===== config.mk =====
export PLATFORM = sky130hd
export DESIGN_NAME = shbt_ctrl
export DESIGN_NICKNAME = d
export VERILOG_FILES = /design/src/hw/rtl/shbt_pkg.sv /design/src/hw/rtl/shbt_ctrl.sv
export SDC_FILE = /design/constraint.sdc
export NUM_CORES = 1
export LEC_CHECK = 0
export BUFFER_PORTS_ARGS = -buffer_cell sky130_fd_sc_hd__buf_2
export CAP_MARGIN = 40
export CORE_UTILIZATION = 54
export DETAILED_ROUTE_END_ITERATION = 8
export PLACE_DENSITY = 0.81
export SYNTH_ARGS = -nofsm -noshare
export SYNTH_HDL_FRONTEND = slang
export SYNTH_SLANG_ARGS = --single-unit
export TNS_END_PERCENT = 30

===== constraint.sdc =====
create_clock -name i_clk -period 2.25 [get_ports i_clk]
set_input_delay 0.45 -clock i_clk [delete_from_list [all_inputs] [get_ports i_clk]]
set_output_delay 0.45 -clock i_clk [all_outputs]
set_load 0.005 [all_outputs]

===== src/hw/rtl/shbt_pkg.sv =====
// Shared types and constants of the spatial hash broadphase table.
// Used by the controller, the datapath, the top level and the checker.
package shbt_pkg;

    localparam int InDataW  = 72;   // input tdata width, padded to bytes
    localparam int OutDataW = 104;  // output tdata width, padded to bytes

    // Hash primes, all below 2**27.
    localparam logic [26:0] HashX = 27'd73856093;
    localparam logic [26:0] HashY = 27'd19349663;
    localparam logic [26:0] HashZ = 27'd83492791;

    typedef enum logic [1:0] {
        OP_CLEAR  = 2'd0,
        OP_INSERT = 2'd1,
        OP_READ   = 2'd2,
        OP_PAIR   = 2'd3
    } t_op;

    typedef enum logic [2:0] {
        ST_OK         = 3'd0,
        ST_DUP        = 3'd1,
        ST_TABLE_FULL = 3'd2,
        ST_POOL_FULL  = 3'd3,
        ST_NO_SLOT    = 3'd4
    } t_status;

    typedef enum logic [4:0] {
        S_BOOT, S_IDLE, S_CLEAR, S_WRAP,
        S_MUL0, S_MUL1, S_MUL2,
        S_PRB_SET, S_PRB_RD, S_PRB_CHK,
        S_DUP, S_DUP_CHK, S_ADD,
        S_RD_LIST, S_RD_BKT, S_RD_WAIT, S_RD_OUT,
        S_PS_CLR, S_PS_SLOT, S_PS_LW, S_PS_LB, S_PS_BW, S_PS_BCHK,
        S_PS_GW, S_PS_G, S_PS_PAIR, S_PS_XY, S_PS_IDX, S_PS_SW, S_PS_SCHK,
        S_DONE
    } t_state;

    typedef enum logic [5:0] {
        A_IDLE, A_TSWEEP, A_LOAD, A_CLEAR,
        A_MUL0, A_MUL1, A_MUL2,
        A_PRB_SET, A_PRB_NEXT, A_CLAIM, A_FOUND, A_TFULL,
        A_DUP_NEXT, A_DUP, A_POOLFULL, A_ADD,
        A_RD_BAD, A_RD_B, A_RD_OUT,
        A_SEEN_CLR, A_PS_END, A_PS_LADDR, A_PS_LB, A_PS_SKIP,
        A_PS_GSTART, A_PS_GDONE, A_GATHER, A_PS_INEXT,
        A_PS_XY, A_PS_JNEXT, A_PS_IDX, A_PS_EMIT, A_PUSH
    } t_act;

    typedef struct packed {
        t_act act;
        logic push;
        logic in_ready;
    } t_cmd;

    typedef struct packed {
        logic live;
        logic key_eq;
        logic act_full;
        logic probe_last;
        logic k_end;
        logic obj_eq;
        logic pool_full;
        logic slot_ok;
        logic slot_end;
        logic cnt_lt2;
        logic gathered;
        logic g_end;
        logic i_end;
        logic j_end;
        logic xy_same;
        logic seen_hit;
        logic tsw_last;
        logic ssw_last;
        logic gen_wrap;
        logic running;
    } t_sts;

    typedef struct packed {
        t_status     status;
        logic [9:0]  bucket_index;
        logic [15:0] cell_x;
        logic [15:0] cell_y;
        logic [15:0] cell_z;
        logic [12:0] cell_count;
        logic        pair_valid;
        logic [7:0]  pair_first;
        logic [7:0]  pair_second;
        logic        pairs_done;
    } t_res;

endpackage


===== src/hw/rtl/shbt_ctrl.sv =====
// Controller state machine of the spatial hash broadphase table.
// Depends on shbt_pkg; drives shbt_dp through a command struct.
module shbt_ctrl (
    input  logic           i_clk,
    input  logic           i_rst_n,
    input  logic           i_in_valid,
    input  logic [1:0]     i_in_op,
    input  logic           i_out_free,
    input  shbt_pkg::t_sts i_sts,
    output shbt_pkg::t_cmd o_cmd
);

    shbt_pkg::t_state r_state;
    shbt_pkg::t_state n_state;

    always_ff @(posedge i_clk) begin
        if (!i_rst_n) begin
            r_state <= shbt_pkg::S_BOOT;
        end else begin
            r_state <= n_state;
        end
    end

    always_comb begin
        n_state        = r_state;
        o_cmd.act      = shbt_pkg::A_IDLE;
        o_cmd.push     = 1'b0;
        o_cmd.in_ready = 1'b0;
        case (r_state)
            shbt_pkg::S_BOOT: begin
                o_cmd.act = shbt_pkg::A_TSWEEP;
                if (i_sts.tsw_last) n_state = shbt_pkg::S_IDLE;
            end
            shbt_pkg::S_IDLE: begin
                o_cmd.in_ready = 1'b1;
                if (i_in_valid) begin
                    o_cmd.act = shbt_pkg::A_LOAD;
                    case (i_in_op)
                        shbt_pkg::OP_CLEAR:  n_state = shbt_pkg::S_CLEAR;
                        shbt_pkg::OP_INSERT: n_state = shbt_pkg::S_MUL0;
                        shbt_pkg::OP_READ:   n_state = shbt_pkg::S_RD_LIST;
                        default: n_state = i_sts.running ? shbt_pkg::S_PS_SLOT
                                                         : shbt_pkg::S_PS_CLR;
                    endcase
                end
            end
            shbt_pkg::S_CLEAR: begin
                o_cmd.act = shbt_pkg::A_CLEAR;
                n_state = i_sts.gen_wrap ? shbt_pkg::S_WRAP : shbt_pkg::S_DONE;
            end
            shbt_pkg::S_WRAP: begin
                o_cmd.act = shbt_pkg::A_TSWEEP;
                if (i_sts.tsw_last) n_state = shbt_pkg::S_DONE;
            end
            shbt_pkg::S_MUL0: begin
                o_cmd.act = shbt_pkg::A_MUL0;
                n_state = shbt_pkg::S_MUL1;
            end
            shbt_pkg::S_MUL1: begin
                o_cmd.act = shbt_pkg::A_MUL1;
                n_state = shbt_pkg::S_MUL2;
            end
            shbt_pkg::S_MUL2: begin
                o_cmd.act = shbt_pkg::A_MUL2;
                n_state = shbt_pkg::S_PRB_SET;
            end
            shbt_pkg::S_PRB_SET: begin
                o_cmd.act = shbt_pkg::A_PRB_SET;
                n_state = shbt_pkg::S_PRB_RD;
            end
            shbt_pkg::S_PRB_RD: begin
                n_state = shbt_pkg::S_PRB_CHK;
            end
            shbt_pkg::S_PRB_CHK: begin
                if (!i_sts.live) begin
                    if (i_sts.act_full) begin
                        o_cmd.act = shbt_pkg::A_TFULL;
                        n_state = shbt_pkg::S_DONE;
                    end else begin
                        o_cmd.act = shbt_pkg::A_CLAIM;
                        n_state = shbt_pkg::S_ADD;
                    end
                end else if (i_sts.key_eq) begin
                    o_cmd.act = shbt_pkg::A_FOUND;
                    n_state = shbt_pkg::S_DUP;
                end else if (i_sts.probe_last) begin
                    o_cmd.act = shbt_pkg::A_TFULL;
                    n_state = shbt_pkg::S_DONE;
                end else begin
                    o_cmd.act = shbt_pkg::A_PRB_NEXT;
                    n_state = shbt_pkg::S_PRB_RD;
                end
            end
            shbt_pkg::S_DUP: begin
                n_state = i_sts.k_end ? shbt_pkg::S_ADD : shbt_pkg::S_DUP_CHK;
            end
            shbt_pkg::S_DUP_CHK: begin
                if (i_sts.obj_eq) begin
                    o_cmd.act = shbt_pkg::A_DUP;
                    n_state = shbt_pkg::S_DONE;
                end else begin
                    o_cmd.act = shbt_pkg::A_DUP_NEXT;
                    n_state = shbt_pkg::S_DUP;
                end
            end
            shbt_pkg::S_ADD: begin
                o_cmd.act = i_sts.pool_full ? shbt_pkg::A_POOLFULL : shbt_pkg::A_ADD;
                n_state = shbt_pkg::S_DONE;
            end
            shbt_pkg::S_RD_LIST: begin
                if (i_sts.slot_ok) begin
                    n_state = shbt_pkg::S_RD_BKT;
                end else begin
                    o_cmd.act = shbt_pkg::A_RD_BAD;
                    n_state = shbt_pkg::S_DONE;
                end
            end
            shbt_pkg::S_RD_BKT: begin
                o_cmd.act = shbt_pkg::A_RD_B;
                n_state = shbt_pkg::S_RD_WAIT;
            end
            shbt_pkg::S_RD_WAIT: begin
                n_state = shbt_pkg::S_RD_OUT;
            end
            shbt_pkg::S_RD_OUT: begin
                o_cmd.act = shbt_pkg::A_RD_OUT;
                n_state = shbt_pkg::S_DONE;
            end
            shbt_pkg::S_PS_CLR: begin
                o_cmd.act = shbt_pkg::A_SEEN_CLR;
                if (i_sts.ssw_last) n_state = shbt_pkg::S_PS_SLOT;
            end
            shbt_pkg::S_PS_SLOT: begin
                if (i_sts.slot_end) begin
                    o_cmd.act = shbt_pkg::A_PS_END;
                    n_state = shbt_pkg::S_DONE;
                end else if (i_sts.gathered) begin
                    n_state = shbt_pkg::S_PS_PAIR;
                end else begin
                    o_cmd.act = shbt_pkg::A_PS_LADDR;
                    n_state = shbt_pkg::S_PS_LW;
                end
            end
            shbt_pkg::S_PS_LW: begin
                n_state = shbt_pkg::S_PS_LB;
            end
            shbt_pkg::S_PS_LB: begin
                o_cmd.act = shbt_pkg::A_PS_LB;
                n_state = shbt_pkg::S_PS_BW;
            end
            shbt_pkg::S_PS_BW: begin
                n_state = shbt_pkg::S_PS_BCHK;
            end
            shbt_pkg::S_PS_BCHK: begin
                if (i_sts.cnt_lt2) begin
                    o_cmd.act = shbt_pkg::A_PS_SKIP;
                    n_state = shbt_pkg::S_PS_SLOT;
                end else begin
                    o_cmd.act = shbt_pkg::A_PS_GSTART;
                    n_state = shbt_pkg::S_PS_GW;
                end
            end
            shbt_pkg::S_PS_GW: begin
                if (i_sts.g_end) begin
                    o_cmd.act = shbt_pkg::A_PS_GDONE;
                    n_state = shbt_pkg::S_PS_PAIR;
                end else begin
                    n_state = shbt_pkg::S_PS_G;
                end
            end
            shbt_pkg::S_PS_G: begin
                o_cmd.act = shbt_pkg::A_GATHER;
                n_state = shbt_pkg::S_PS_GW;
            end
            shbt_pkg::S_PS_PAIR: begin
                if (i_sts.i_end) begin
                    o_cmd.act = shbt_pkg::A_PS_SKIP;
                    n_state = shbt_pkg::S_PS_SLOT;
                end else if (i_sts.j_end) begin
                    o_cmd.act = shbt_pkg::A_PS_INEXT;
                end else begin
                    n_state = shbt_pkg::S_PS_XY;
                end
            end
            shbt_pkg::S_PS_XY: begin
                o_cmd.act = shbt_pkg::A_PS_XY;
                n_state = i_sts.xy_same ? shbt_pkg::S_PS_PAIR : shbt_pkg::S_PS_IDX;
            end
            shbt_pkg::S_PS_IDX: begin
                o_cmd.act = shbt_pkg::A_PS_IDX;
                n_state = shbt_pkg::S_PS_SW;
            end
            shbt_pkg::S_PS_SW: begin
                n_state = shbt_pkg::S_PS_SCHK;
            end
            shbt_pkg::S_PS_SCHK: begin
                if (i_sts.seen_hit) begin
                    o_cmd.act = shbt_pkg::A_PS_JNEXT;
                    n_state = shbt_pkg::S_PS_PAIR;
                end else begin
                    o_cmd.act = shbt_pkg::A_PS_EMIT;
                    n_state = shbt_pkg::S_DONE;
                end
            end
            shbt_pkg::S_DONE: begin
                if (i_out_free) begin
                    o_cmd.act  = shbt_pkg::A_PUSH;
                    o_cmd.push = 1'b1;
                    n_state = shbt_pkg::S_IDLE;
                end
            end
            default: begin
                n_state = shbt_pkg::S_IDLE;
            end
        endcase
    end

endmodule


Word-level counts from Yosys, hierarchy flattened. Cells that the tools add are included.

Bits of input ports: 26. Flip-flop bits (word level): 5. Logic and storage cells: 87.

Muxes and demuxes: 43. Equal/unequal tests: 38. Reductions and logical operators: 5.

Operators with widths (number): 5-bit one-hot mux with 30 select lines (1); 6-bit one-hot mux with 24 select lines (1); 5-bit two-way mux (20); 5-bit == test, second input constant (15); 5-bit by 4-bit == test with 1-bit output, second input constant (8); 5-bit by 3-bit == test with 1-bit output, second input constant (4); 5-bit one-hot mux with 3 select lines (1); 2-bit two-way mux (7); 4-bit two-way mux (3); 5-bit by 2-bit == test with 1-bit output, second input constant (2); 2-bit != test, second input constant (5); 3-bit two-way mux (3); 7-bit two-way mux (1); 6-bit two-way mux (1); 6-bit AND reduction (1); 5-bit by 1-bit == test with 1-bit output, second input constant (1); 5-bit zero test (1); 1-bit two-way mux (5); 2-bit OR reduction (2); 3-bit != test, second input constant (1); 2-bit by 1-bit == test with 1-bit output, second input constant (1); 2-bit == test, second input constant (1); 2-bit zero test (1).

Logic depth before layout (Yosys ltp). Gate-level depths: netlist of the first run.

Depth in word-level cells: 4. Gate-level depth with buffers: 7. Gate-level depth less buffers: 6.

Worst setup path after synthesis of the first run. Ideal clock, no wire load.

Path type: reg-to-output. From: reg r_state[3]. To: out o_cmd[3] (netlist bit). Setup slack: 0.413 ns. Arrival time: 1.387 ns. Stages on the path, launching flop included: 7. Path through: dfxtp_1 > buf_4 > buf_4 > buf_2 > nor2_1 > o311ai_0 > o2111ai_1.

RTL lines: from (decl) (line shbt_ctrl.sv:13) `shbt_pkg::t_state r_state;`; from (signal assigned) (line shbt_ctrl.sv:18) `r_state <= shbt_pkg::S_BOOT;`; from (signal assigned) (line shbt_ctrl.sv:20) `r_state <= n_state;`; to (decl) (line shbt_ctrl.sv:10) `output shbt_pkg::t_cmd o_cmd`.

==> results, run 1 <==
- The net switching share of the total power is 48.55%.
- The count of cell types in the netlist is 61.
- The placement row count is 17.
- The category of the worst setup path capture point is an output pin.
- The die covers 0.002656 mm².
- The critical hold path startpoint is i_rst_n.
- For this run, design rule violations remaining after detail routing come to 0.
- After detailed placement, the design holds a cell count of 260.
- The share of total power in combinational logic is slightly below 70%.
- The commonest cells after synthesis are 21 x sky130_fd_sc_hd__nand2_1, 20 x sky130_fd_sc_hd__a21oi_1, 17 x sky130_fd_sc_hd__o21ai_0.
- The final critical delay including setup and external delays is between 2 and 2.5 ns.
- The worst setup skew after layout is about 0.0081 ns.
- The layout has roughly 220 filler cells.
- The tree built by TritonCTS fans out to 5 sinks.
- The number of enable flip-flop cells after synthesis is 0.
- The worst register-to-register path ends at r_state[0]$_SDFFE_PN0P_.
- Yosys instantiated no cell more often than sky130_fd_sc_hd__nand2_1.
- Yosys attributes the largest share of cell area to sky130_fd_sc_hd__a21oi_1 7.6%, sky130_fd_sc_hd__dfxtp_1 7.6%, sky130_fd_sc_hd__o21ai_0 6.4%.
- The total routing resource utilization after global routing is between 30% and 40%.
- Synthesis handed over a netlist of approximately 200 instances.
- Internal power comes to 400.0 µW.
- The count of routing violations after the opening detailed-route iteration is 178.
- Setup violations remaining at the end of the flow were counted as 0.
- The final clock period utilization by the worst path is 98.25%.
- The leakage power summed over all cells is ~0.00062 µW.
- The number of synthesized register bits is 5.
- The initial antenna violation count is 0.
- The yosys synthesis warning count is 0.
- The number of antenna diodes in the final layout is 0.
- In this run the horizontal extent of the chip is 51.54 µm.
- The number of detailed-routing iterations run before antenna repair is 5.
- The classification of the worst setup path is flip-flop to output pin.
- The number of hold buffers added after CTS was 0.
- The analysis attributes to net switching a power of 377.4 µW.
- Measured on the finished design, the core utilization comes to a little over two thirds.
- The slew at the pin closest to its max-slew limit is approximately 0.43 ns.
- At the later pin of the worst-skew pair, clock insertion delay measures 0.26 ns.
- The routability-driven placement congestion ratio is 1.025.
- The proportion of synthesized flip-flops having asynchronous set or reset is 0%.
- Clock tree synthesis inserted a total of 3 buffers.
- After the last flow step, the layout net total stands at roughly 270.
- In the final layout, the registers with the most flip-flops are r_state: 5 flops.
- Max-cap violations in this run came to 0.
- 34 I/O pins were placed.
- The maximum number of pins on one net before global-route repair is 28.
- STA classifies the critical path startpoint as a flip-flop.
- The fraction of power consumed by the clock network is 14.6%.
- Setup slack on the worst reg-to-reg path comes out at 0.27 ns.
- The design draws 777.5 µW.
- The worst hold path belongs to the class primary input to flip-flop.
- The worst hold path passes through 3 cells.
- The number of hold-slack violations in the final timing report came to 0.
- The fmax is ~450 MHz.
- Data on the critical path is required at its endpoint by 1.80 ns.
- After clock tree synthesis, the clock-pin slew on the worst setup and hold paths is ~0.050 ns.
- For the worst flop-to-flop path, the logic depth is 6.
- The clock tree from TritonCTS is yes.
- The register with the highest flop count is r_state.
- The via density per instance is 7.140.
- The maximum fanout count along the critical path is 10.
- Summed over all instances, the cell type with the most area after synthesis is sky130_fd_sc_hd__a21oi_1.
- After synthesis, the mean cell area works out to 6.560 µm².
- For this run, the register share of the synthesized area comes to 7.554%.
- During placement, the flow inserted port buffers numbering 33.
- The layout cell share with drive strength beyond 1 is ~28%.
- The wire length of the first global-routing pass is just under 8 mm.
- The maximum buffer depth of the clock tree is 2.
- The vertical die dimension is 51.54 µm.
- The most used flip-flop cell after synthesis is sky130_fd_sc_hd__dfxtp_1.
- The area inside the core boundary is 0.002255 mm².
- The starting density of the core is 58.77%.
- Headroom to the max-slew limit came out at 71.25%.
- The number of flip-flops in the largest register is 5.
- The routed layout has approximately 1,900 vias.
- The number of nets in the synthesized netlist is 231.
- The origin of the critical flop-to-flop path is r_state[2]$_SDFFE_PN0P_.
- The via count of the first global-routing pass came to roughly 1,700.
- The HPWL after detailed placement is 3.687 mm.
- Across the VDD grid, the largest voltage drop is approximately 440 µV.
- The number of levels in the clock H-tree is 1.
- Dividing total power by cell area gives a power density of 493.9 mW/mm².
- The final cell count without fillers is 264.
- The share of power burned in registers is 17.4%.
- The remaining number of nets flagged by the antenna check after routing is 0.
- The aggregate routed wire length is 4.816 mm.
- Global routing finished with a remaining overflow of 0.
- The max-slew violation count is 0.
- Data arrives at the worst endpoint at 1.76 ns.
- The share of synthesized area in the top cell type comes to under 10%.
- The root buffer cell chosen for the clock tree is sky130_fd_sc_hd__clkbuf_4.
- The area overhead of the layout relative to synthesis is 18.79%.
- In the final routed layout, each cell accounts on average for between 15 and 20 µm.
- The flow ran to the end, and the final reports show no timing, DRC or antenna violations.
- The combined area of all synthesized cells is about 0.0013 mm².
- The path with the worst hold slack has its endpoint at r_state[0]$_SDFFE_PN0P_.
- Setup repair after global routing could not meet its margin everywhere.
[per-layer routing]
| layer | vias up | track usage [%] | wire length, µm |
|---|---|---|---|
| met5 | - | 0 | 0 |
| met2 | 167 | 62.12 | 2073 |
| met3 | 36 | 9.942 | 644 |
| met1 | 846 | 47.08 | 1833 |
| li1 | 836 | - | - |
| met4 | 0 | 21.17 | 265 |
[what timing repair did]
action                     4_1_cts  5_1_grt
setup endpoints to repair        4        5
gates cloned                     0        0
setup buffers                    0        0
gates resized for setup          2        6
[per-stage QoR]
step           setup WS, ns  TNS [ns]  area, µm²  hold slack [ns]
6_report            0.03927         0       1574           0.4924
5_1_grt            -0.06605   -0.1269       1574           0.4827
4_1_cts            0.006034         0       1564           0.4837
3_5_place_dp         0.2227         0       1535           0.7581
3_3_place_gp         0.2486         0       1535           0.7469
2_1_floorplan        0.4134         0       1325           0.5845
[power groups by stage]
stage                     clock network (µW)  registers, µW  logic (µW)
after floorplan                            0            107         356
after global placement                     0            129         500
after detailed placement                   0            129         500
after CTS                                111            130         504
after global routing                     118            138         568
final                                    113            135         529
[area by class of cell]
type / count / area, µm² / area share [%]
flip-flops and latches: 5 / 106.4 / 6.757
multi-input cells: 170 / 1086 / 69.00
well taps: 28 / 35.03 / 2.226
inverters: 10 / 37.54 / 2.385
clock buffers: 4 / 26.28 / 1.669
repair buffers: 47 / 282.8 / 17.97
[logic make-up after synthesis]
kind of cell	count (synthesis)	synth area share, %
DFF	5	7.555
adders and majority gates	3	2.833
xor gates and xnor gates	2	1.322
buffers and inverters	27	10.95
AOI/OAI and AO/OA	82	41.46
muxes	2	1.605
and+or+nand+nor	81	34.28
[worst max-delay path: stages (launching register included)]
cell,delay [ns]
sky130_fd_sc_hd__dfxtp_1,0.43
sky130_fd_sc_hd__clkinv_1,0.32
sky130_fd_sc_hd__nor3_1,0.29
sky130_fd_sc_hd__o21ai_0,0.20
sky130_fd_sc_hd__o2111ai_1,0.12
sky130_fd_sc_hd__buf_2,0.15
[layout by cell type (no fill, tap or decap), types with 2 or more instances in the layout]
cell / instances
sky130_fd_sc_hd__buf_4: 13
sky130_fd_sc_hd__a211oi_1: 4
sky130_fd_sc_hd__nand2_1: 21
sky130_fd_sc_hd__inv_1: 9
sky130_fd_sc_hd__dfxtp_1: 2
sky130_fd_sc_hd__nor4_1: 6
sky130_fd_sc_hd__o211ai_1: 2
sky130_fd_sc_hd__a2111oi_0: 3
sky130_fd_sc_hd__nor2_1: 12
sky130_fd_sc_hd__ha_1: 3
sky130_fd_sc_hd__nand3_1: 6
sky130_fd_sc_hd__dfxtp_2: 2
sky130_fd_sc_hd__a22o_1: 2
sky130_fd_sc_hd__clkbuf_4: 3
sky130_fd_sc_hd__o32ai_1: 3
sky130_fd_sc_hd__a21oi_1: 20
sky130_fd_sc_hd__o2111ai_1: 3
sky130_fd_sc_hd__o22ai_1: 4
sky130_fd_sc_hd__nor2b_1: 6
sky130_fd_sc_hd__o221ai_1: 2
sky130_fd_sc_hd__o21ai_1: 3
sky130_fd_sc_hd__o311ai_0: 2
sky130_fd_sc_hd__a22oi_1: 2
sky130_fd_sc_hd__a221oi_1: 2
sky130_fd_sc_hd__nor3_1: 5
sky130_fd_sc_hd__nand4_1: 2
sky130_fd_sc_hd__buf_2: 33
sky130_fd_sc_hd__nand2b_1: 7
sky130_fd_sc_hd__o21ai_0: 16
sky130_fd_sc_hd__a21boi_0: 2
[how the worst max path moves through the flow]
stage / startpoint / end / slack (ns) / cells past startpoint
detailed placement: r_state[4]$_SDFFE_PN0P_ / o_cmd[5] / 0.22 / 6
finish: r_state[2]$_SDFFE_PN0P_ / o_cmd[2] / 0.04 / 5
global placement: r_state[4]$_SDFFE_PN0P_ / o_cmd[5] / 0.25 / 6
floorplan: r_state[3]$_SDFFE_PN0P_ / o_cmd[3] / 0.41 / 6
CTS: r_state[1]$_SDFFE_PN0P_ / o_cmd[2] / 0.006 / 6
global route: r_state[2]$_SDFFE_PN0P_ / o_cmd[5] / -0.07 / 7
Note: power is estimated with default switching activity, not from simulation.
==> run 2, diff against run 1 <==
Settings changed: CORE_MARGIN set to 2.
==> results, run 2 (synthesized netlist as in run 1, its figures left out) <==
- The sequential cell area in the final layout is 105.1 µm² (-1.2%).
- The detailed placement HPWL is 3.462 mm (-6.1%).
- The net switching share of the total power was 47.68% (-0.86 points).
- The worst slew slack as a fraction of its limit is 59.28% (-12 points).
- The nature of the critical path startpoint is a flip-flop.
- For hold timing, the worst endpoint is r_state[0]$_SDFFE_PN0P_.
- The final cell utilization of the core came to 69.54% (-0.27 points).
- The via count of the first global-routing pass came to 1,552 (-8.5%).
- The leakage power summed over all cells is 0.0006282 µW (+1.3%).
- The DRC violation count after routing was 0 (unchanged).
- The remaining global-route overflow is 0 (unchanged).
- The number of CTS-inserted buffers is 3 (unchanged).
- The power density over cell area is 489.3 mW/mm² (-0.93%).
- The maximum fanout count along the critical path was 11 (+1).
- The count of routing violations after the opening detailed-route iteration is 141 (-21%).
- The number of clock sinks is 5 (unchanged).
- The number of flip-flops in the largest register is 5 (unchanged).
- The via density per instance came to 6.857 (-4.0%).
- The fmax came to 461.3 MHz (+2.0%).
- The die span in x is 53.54 µm (+3.9%).
- The area overhead of the layout relative to synthesis is 19.45%.
- The maximum buffer depth of the clock tree came to 2 (unchanged).
- The worst setup skew after layout came to 0.003289 ns (-0.004807 ns).
- The placement row count came to 17 (unchanged).
- The slew at the pin closest to its max-slew limit is 0.6032 ns (+0.1752 ns).
- The number of inserted diodes came to 0 (unchanged).
- The largest stage delay on the critical path came to 0.40 ns (-0.03 ns).
- The count of buffers inserted at the top-level ports is 33 (unchanged).
- In the layout the commonest cells are 33 x sky130_fd_sc_hd__buf_2, 21 x sky130_fd_sc_hd__nand2_1, 20 x sky130_fd_sc_hd__a21oi_1.
- The aggregate routed wire length is 4.550 mm (-5.5%).
- The number of buffers inserted by hold repair at cts is 0 (unchanged).
- The number of detailed-routing iterations run before antenna repair is 5 (unchanged).
- The layout cell share with drive strength beyond 1 is 28.99% (+1.4 points).
- The total setup violations reported at the end of the flow is 0 (unchanged).
- The tightest hold margin came to 0.5075 ns (+0.01502 ns).
- The overall via count from detail_route was 1,824 (-3.2%).
- The design internal power came to 405.2 µW (+1.3%).
- The area inside the core boundary is 0.002276 mm² (+0.94%).
- The accumulated negative setup slack was 0 ns (unchanged).
- The class of the tightest hold or removal check is primary input to flip-flop.
- The remaining number of nets flagged by the antenna check after routing was 0 (unchanged).
- The routability-driven placement congestion ratio came to 1.009 (-1.6%).
- The arrival time at the worst endpoint is 1.72 ns (-0.04 ns).
- The internal reg-to-reg setup slack is 0.28 ns (about the same).
- The worst ir drop on vdd is 385.5 µV (-13%).
- The most common cell after layout, fill and taps aside is sky130_fd_sc_hd__buf_2.
- The clock tree from TritonCTS is yes.
- The die outline area was 0.002866 mm² (+7.9%).
- The vertical die dimension was 53.54 µm (+3.9%).
- The total setup buffers inserted after CTS is 0 (unchanged).
- Ranked by flip-flop count, first place goes to r_state.
- The wire length of the first global-routing pass is 7.134 mm (-7.4%).
- The initial antenna violation count is 0 (unchanged).
- The share of total power in combinational logic is 68.2% (+0.2 points).
- The starting density of the core is 58.22% (-0.55 points).
- The final clock period utilization by the worst path is 96.34% (-1.9 points).
- The destination of the worst register-to-register timing path is r_state[2]$_SDFFE_PN0P_.
- The routed length per instance is 17.11 µm (-6.2%).
- The critical path's slowest cell is sky130_fd_sc_hd__a211oi_1.
- In the final layout, the registers with the most flip-flops are r_state: 5 flops.
- The number of fill cells in the layout is 209 (-4.6%).
- The number of levels in the clock H-tree is 1 (unchanged).
- Setup repair after global routing could not meet its margin everywhere.
- The category of the worst setup path capture point is an output pin.
- The area of the multi-input gates is 0.001086 mm² (unchanged).
- The share of power burned in registers is 16.6% (-0.8 points).
- The switching component of the power is 369.3 µW (-2.2%).
- The worst hold path begins at i_rst_n.
- The logic depth of the worst register-to-register path is 6 (unchanged).
- The number of cells traversed by the worst hold path came to 3 (unchanged).
- The final critical delay including setup and external delays came to 2.168 ns (-0.04299 ns).
- The origin of the critical flop-to-flop path is r_state[1]$_SDFFE_PN0P_.
- The maximum number of pins on one net before global-route repair is 19 (-32%).
- Traced cell by cell, the critical path runs through buf_4 -> o21bai_1 -> a211oi_1 -> a21oi_1 -> o2111ai_1 -> buf_2.
- The clock-pin transition on the worst setup and hold timing paths is 0.05 ns (about the same).
- The fraction of power consumed by the clock network is 15.2% (+0.6 points).
- CTS placed an instance of sky130_fd_sc_hd__clkbuf_4 at the clock tree root.
- The max-slew violation count was 0 (unchanged).
- The number of ports placed on the die boundary is 34 (unchanged).
- By startpoint and endpoint, the worst setup path is classified as flip-flop to output pin.
- The run finished with clean final reports.
- The total routing resource utilization after global routing is 33.58% (-5.2 points).
- The required time at the endpoint of the critical path is 1.80 ns (about the same).
- The final net count is 268 (+0.75%).
- The clock latency at the later pin of the worst-skew pair was 0.26 ns (about the same).
- The max-capacitance violation count is 0 (unchanged).
- The number of hold-slack violations in the final timing report is 0 (unchanged).
-- run 2: metrics by stage --
step	cells	setup WS [ns]	cell area (µm²)	power [µW]
after global routing	266	-0.01104	1583	823.8
after detailed placement	262	0.2493	1538	625.1
after global placement	262	0.2085	1538	628.8
after CTS	266	0.003277	1567	746.1
final	266	0.08226	1583	774.5
after floorplan	202	0.4134	1325	463.4
-- run 2: repair_timing --
item / CTS / global route
endpoints found under the setup margin: 1 / 5
resized for setup: 2 / 9
pin swaps: 0 / 1
-- run 2: power by group through the flow --
stage	combinational (µW)	clock, µW	sequential [µW]
finish	528	118	129
global route	572	120	132
floorplan	356	0	107
CTS	504	117	125
global placement	505	0	124
detailed placement	500	0	125
-- run 2: worst max path at each step --
| stage | startpoint | to | slack, ns | cells past startpoint |
|---|---|---|---|---|
| 6_report | r_state[1]$_SDFFE_PN0P_ | o_cmd[2] | 0.08 | 6 |
| 3_5_place_dp | i_sts[19] | o_cmd[3] | 0.25 | 6 |
| 4_1_cts | r_state[1]$_SDFFE_PN0P_ | o_cmd[2] | 0.003 | 6 |
| 5_1_grt | r_state[0]$_SDFFE_PN0P_ | o_cmd[5] | -0.01 | 6 |
| 3_3_place_gp | r_state[1]$_SDFFE_PN0P_ | r_state[2]$_SDFFE_PN0P_ | 0.21 | 6 |
| 2_1_floorplan | r_state[3]$_SDFFE_PN0P_ | o_cmd[3] | 0.41 | 6 |
-- run 2: final cells by class --
class / instances / share of cell area, %
Timing Repair Buffer: 49 / 18.26
Tap cell: 28 / 2.213
Inverter: 10 / 2.609
Multi-Input combinational cell: 170 / 68.62
Clock buffer: 4 / 1.660
Sequential cell: 5 / 6.640
-- run 2: critical path: cells and delay by family (launching register included) --
kind	cells	cell delay (ns)
buffers and inverters	2	0.34
AOI/OAI and AO/OA	4	0.77
DFF	1	0.36
-- run 2: metal layers --
layer | routed length [µm] | GRT usage [%] | vias up
li1 | - | - | 842
met1 | 1728 | 45.30 | 788
met2 | 1915 | 52.88 | 167
met3 | 725 | 6.667 | 27
met4 | 180 | 11.97 | 0
met5 | 0 | 0 | -
==> run 3, diff against run 2 <==
Settings changed: CORE_UTILIZATION 54 to 55, CTS_BUF_LIST set to sky130_fd_sc_hd__clkbuf_8, PLACE_DENSITY 0.81 to 0.82.
==> results, run 3 (synthesized netlist as in run 1, its figures left out) <==
- The flow ran to the end, and the final reports show no timing, DRC or antenna violations.
- The maximum number of pins on one net before global-route repair was 23 (+4).
- The clock tree from TritonCTS is yes.
- The worst slew slack as a fraction of its limit is 66.80% (+7.5 points).
- The remaining number of nets flagged by the antenna check after routing is 0 (unchanged).
- The leakage power summed over all cells is 0.0006448 µW (+2.6%).
- The remaining global-route overflow is 0 (unchanged).
- The aggregate routed wire length is 4.567 mm (+0.37%).
- The max-capacitance violation count is 0 (unchanged).
- The clock latency at the later pin of the worst-skew pair is 0.22 ns (-0.04 ns).
- The most common cell after layout, fill and taps aside is sky130_fd_sc_hd__buf_2.
- The overall via count from detail_route was 1,800 (-1.3%).
- The number of inserted diodes is 0 (unchanged).
- The layout cell share with drive strength beyond 1 is 28.03% (-0.96 points).
- The class of the tightest hold or removal check is primary input to flip-flop.
- The number of CTS-inserted buffers came to 3 (unchanged).
- The total routing resource utilization after global routing came to 34.49% (+0.91 points).
- The category of the worst setup path capture point is an output pin.
- The initial antenna violation count is 0 (unchanged).
- Setup repair after global routing left no endpoint under its margin.
- The critical path's slowest cell is sky130_fd_sc_hd__a211oi_1.
- The origin of the critical flop-to-flop path is r_state[1]$_SDFFE_PN0P_.
- The area inside the core boundary came to 0.002255 mm² (-0.93%).
- The slew at the pin closest to its max-slew limit came to 0.4854 ns (-0.1177 ns).
- The vertical die dimension came to 53.08 µm (-0.85%).
- The required time at the endpoint of the critical path was 1.80 ns (about the same).
- The number of clock sinks is 5 (unchanged).
- The clock-pin transition on the worst setup and hold timing paths is 0.04 ns (about the same).
- The die outline area is 0.002817 mm² (-1.7%).
- Leaving out fill and tap cells, the most frequent cells in the layout are 33 x sky130_fd_sc_hd__buf_2, 21 x sky130_fd_sc_hd__nand2_1, 20 x sky130_fd_sc_hd__a21oi_1.
- The final net count came to 269 (+0.37%).
- The routed length per instance came to 17.10 µm (about the same).
- The logic depth of the worst register-to-register path is 6 (unchanged).
- The worst hold path terminates at r_state[0]$_SDFFE_PN0P_.
- The critical path is of the flip-flop to output pin type.
- The number of cells traversed by the worst hold path is 3 (unchanged).
- More flip-flops sit in one register than any other, and that register is r_state.
- The fmax came to 471.5 MHz (+2.2%).
- The wire length of the first global-routing pass is 7.176 mm (+0.59%).
- The number of hold-slack violations in the final timing report is 0 (unchanged).
- The routability-driven placement congestion ratio was 0.9785 (-3.0%).
- The maximum buffer depth of the clock tree is 2 (unchanged).
- The starting density of the core is 58.77% (+0.55 points).
- The power density over cell area is 519.1 mW/mm² (+6.1%).
- The max-slew violation count is 0 (unchanged).
- The number of fill cells in the layout came to 200 (-4.3%).
- Traced cell by cell, the critical path runs through buf_12 -> o21bai_1 -> a211oi_1 -> a21oi_1 -> o2111ai_1 -> buf_2.
- The final clock period utilization by the worst path was 94.27% (-2.1 points).
- The via density per instance is 6.742 (-1.7%).
- The largest stage delay on the critical path came to 0.45 ns (+0.05 ns).
- The DRC violation count after routing is 0 (unchanged).
- The count of buffers inserted at the top-level ports came to 33 (unchanged).
- The arrival time at the worst endpoint is 1.67 ns (-0.05 ns).
- The area overhead of the layout relative to synthesis is 21.44%.
- The number of detailed-routing iterations run before antenna repair is 5 (unchanged).
- The number of ports placed on the die boundary came to 34 (unchanged).
- The worst ir drop on vdd was 335.7 µV (-13%).
- The total setup violations reported at the end of the flow came to 0 (unchanged).
- The internal reg-to-reg setup slack is 0.32 ns (+0.04 ns).
- The kind of cell with the highest combined delay along the critical path is compound AO/OA/AOI/OAI gates.
- The largest registers in the layout are r_state: 5 flops.
- The detailed placement HPWL was 3.430 mm (-0.94%).
- The via count of the first global-routing pass was 1,550 (-0.13%).
- The number of buffers inserted by hold repair at cts is 0 (unchanged).
- The final critical delay including setup and external delays is 2.121 ns (-0.04664 ns).
- The number of levels in the clock H-tree is 1 (unchanged).
- The number of flip-flops in the largest register is 5 (unchanged).
- The power consumption was 835.3 µW (+7.9%).
- The accumulated negative setup slack came to 0 ns (unchanged).
- The worst setup skew after layout is 0.0004619 ns (-0.002827 ns).
- The die span in x is 53.08 µm (-0.85%).
- The number of buffer and inverter instances along the worst setup path came to 2 (unchanged).
- The buffer type at the clock tree root is sky130_fd_sc_hd__clkbuf_8.
- The maximum fanout count along the critical path is 16 (+5).
- The endpoint identified for the worst register-to-register timing path is r_state[2]$_SDFFE_PN0P_.
- The count of routing violations after the opening detailed-route iteration is 149 (+5.7%).
- The placement row count was 17 (unchanged).
- The nature of the critical path startpoint is a flip-flop.
- The critical hold path startpoint is i_rst_n.
[run 3: per-layer routing]
layer | wire (µm) | track usage [%] | up-vias
met5 | 0 | 0 | -
met4 | 91 | 9.829 | 0
met3 | 602 | 3.390 | 16
met2 | 2038 | 52.08 | 155
met1 | 1835 | 51.10 | 782
li1 | - | - | 847
[run 3: worst reg2reg max path, delay by kind of cell (launching register included)]
family	cells	cell delay (ns)
buffers and inverters	1	0.23
DFF	1	0.39
AOI/OAI and AO/OA	1	0.25
and+or+nand+nor	4	0.97
[run 3: through the flow]
stage	area (µm²)	hold WS, ns	util, %	setup WS, ns	std cells
after CTS	1604	0.5356	71.14	0.07306	267
after floorplan	1325	0.5845	-	0.4134	202
after detailed placement	1558	0.7025	69.09	0.2515	263
final	1609	0.5328	71.37	0.1289	267
after global placement	1558	0.7160	69.09	0.2549	263
after global routing	1609	0.5449	71.37	0.01415	267
[run 3: cell type report]
cell class | count | area (µm²) | share of cell area (%)
sequential | 5 | 103.9 | 6.454
multi-input combinational | 170 | 1082 | 67.26
clock buffer | 3 | 41.29 | 2.566
inverter | 10 | 37.54 | 2.333
clock inverter | 1 | 3.754 | 0.2333
tap | 28 | 35.03 | 2.177
timing repair buffer | 50 | 305.3 | 18.97
[run 3: worst max path at each step]
stage,from,to,slack (ns),cells after the start
floorplan,r_state[3]$_SDFFE_PN0P_,o_cmd[3],0.41,6
finish,r_state[1]$_SDFFE_PN0P_,o_cmd[2],0.13,6
detailed placement,r_state[4]$_SDFFE_PN0P_,o_cmd[5],0.25,5
global route,r_state[0]$_SDFFE_PN0P_,o_cmd[3],0.01,5
CTS,r_state[0]$_SDFFE_PN0P_,o_cmd[3],0.07,5
global placement,r_state[4]$_SDFFE_PN0P_,o_cmd[5],0.25,5
[run 3: what timing repair did]
action / in CTS / in global routing
hold endpoints to repair: 0 / 0
pin swaps: 0 / 0
setup buffers: 0 / 0
resized for setup: 1 / 3
setup endpoints to repair: 1 / 4
[run 3: report_power, final]
group	switching, µW	leakage (µW)	internal, µW	total (µW)
Sequential	24.8	0.0000419	102	127
Combinational	296	0.000576	248	544
Clock	47.3	0.0000269	117	165
Total	369	0.000645	467	835
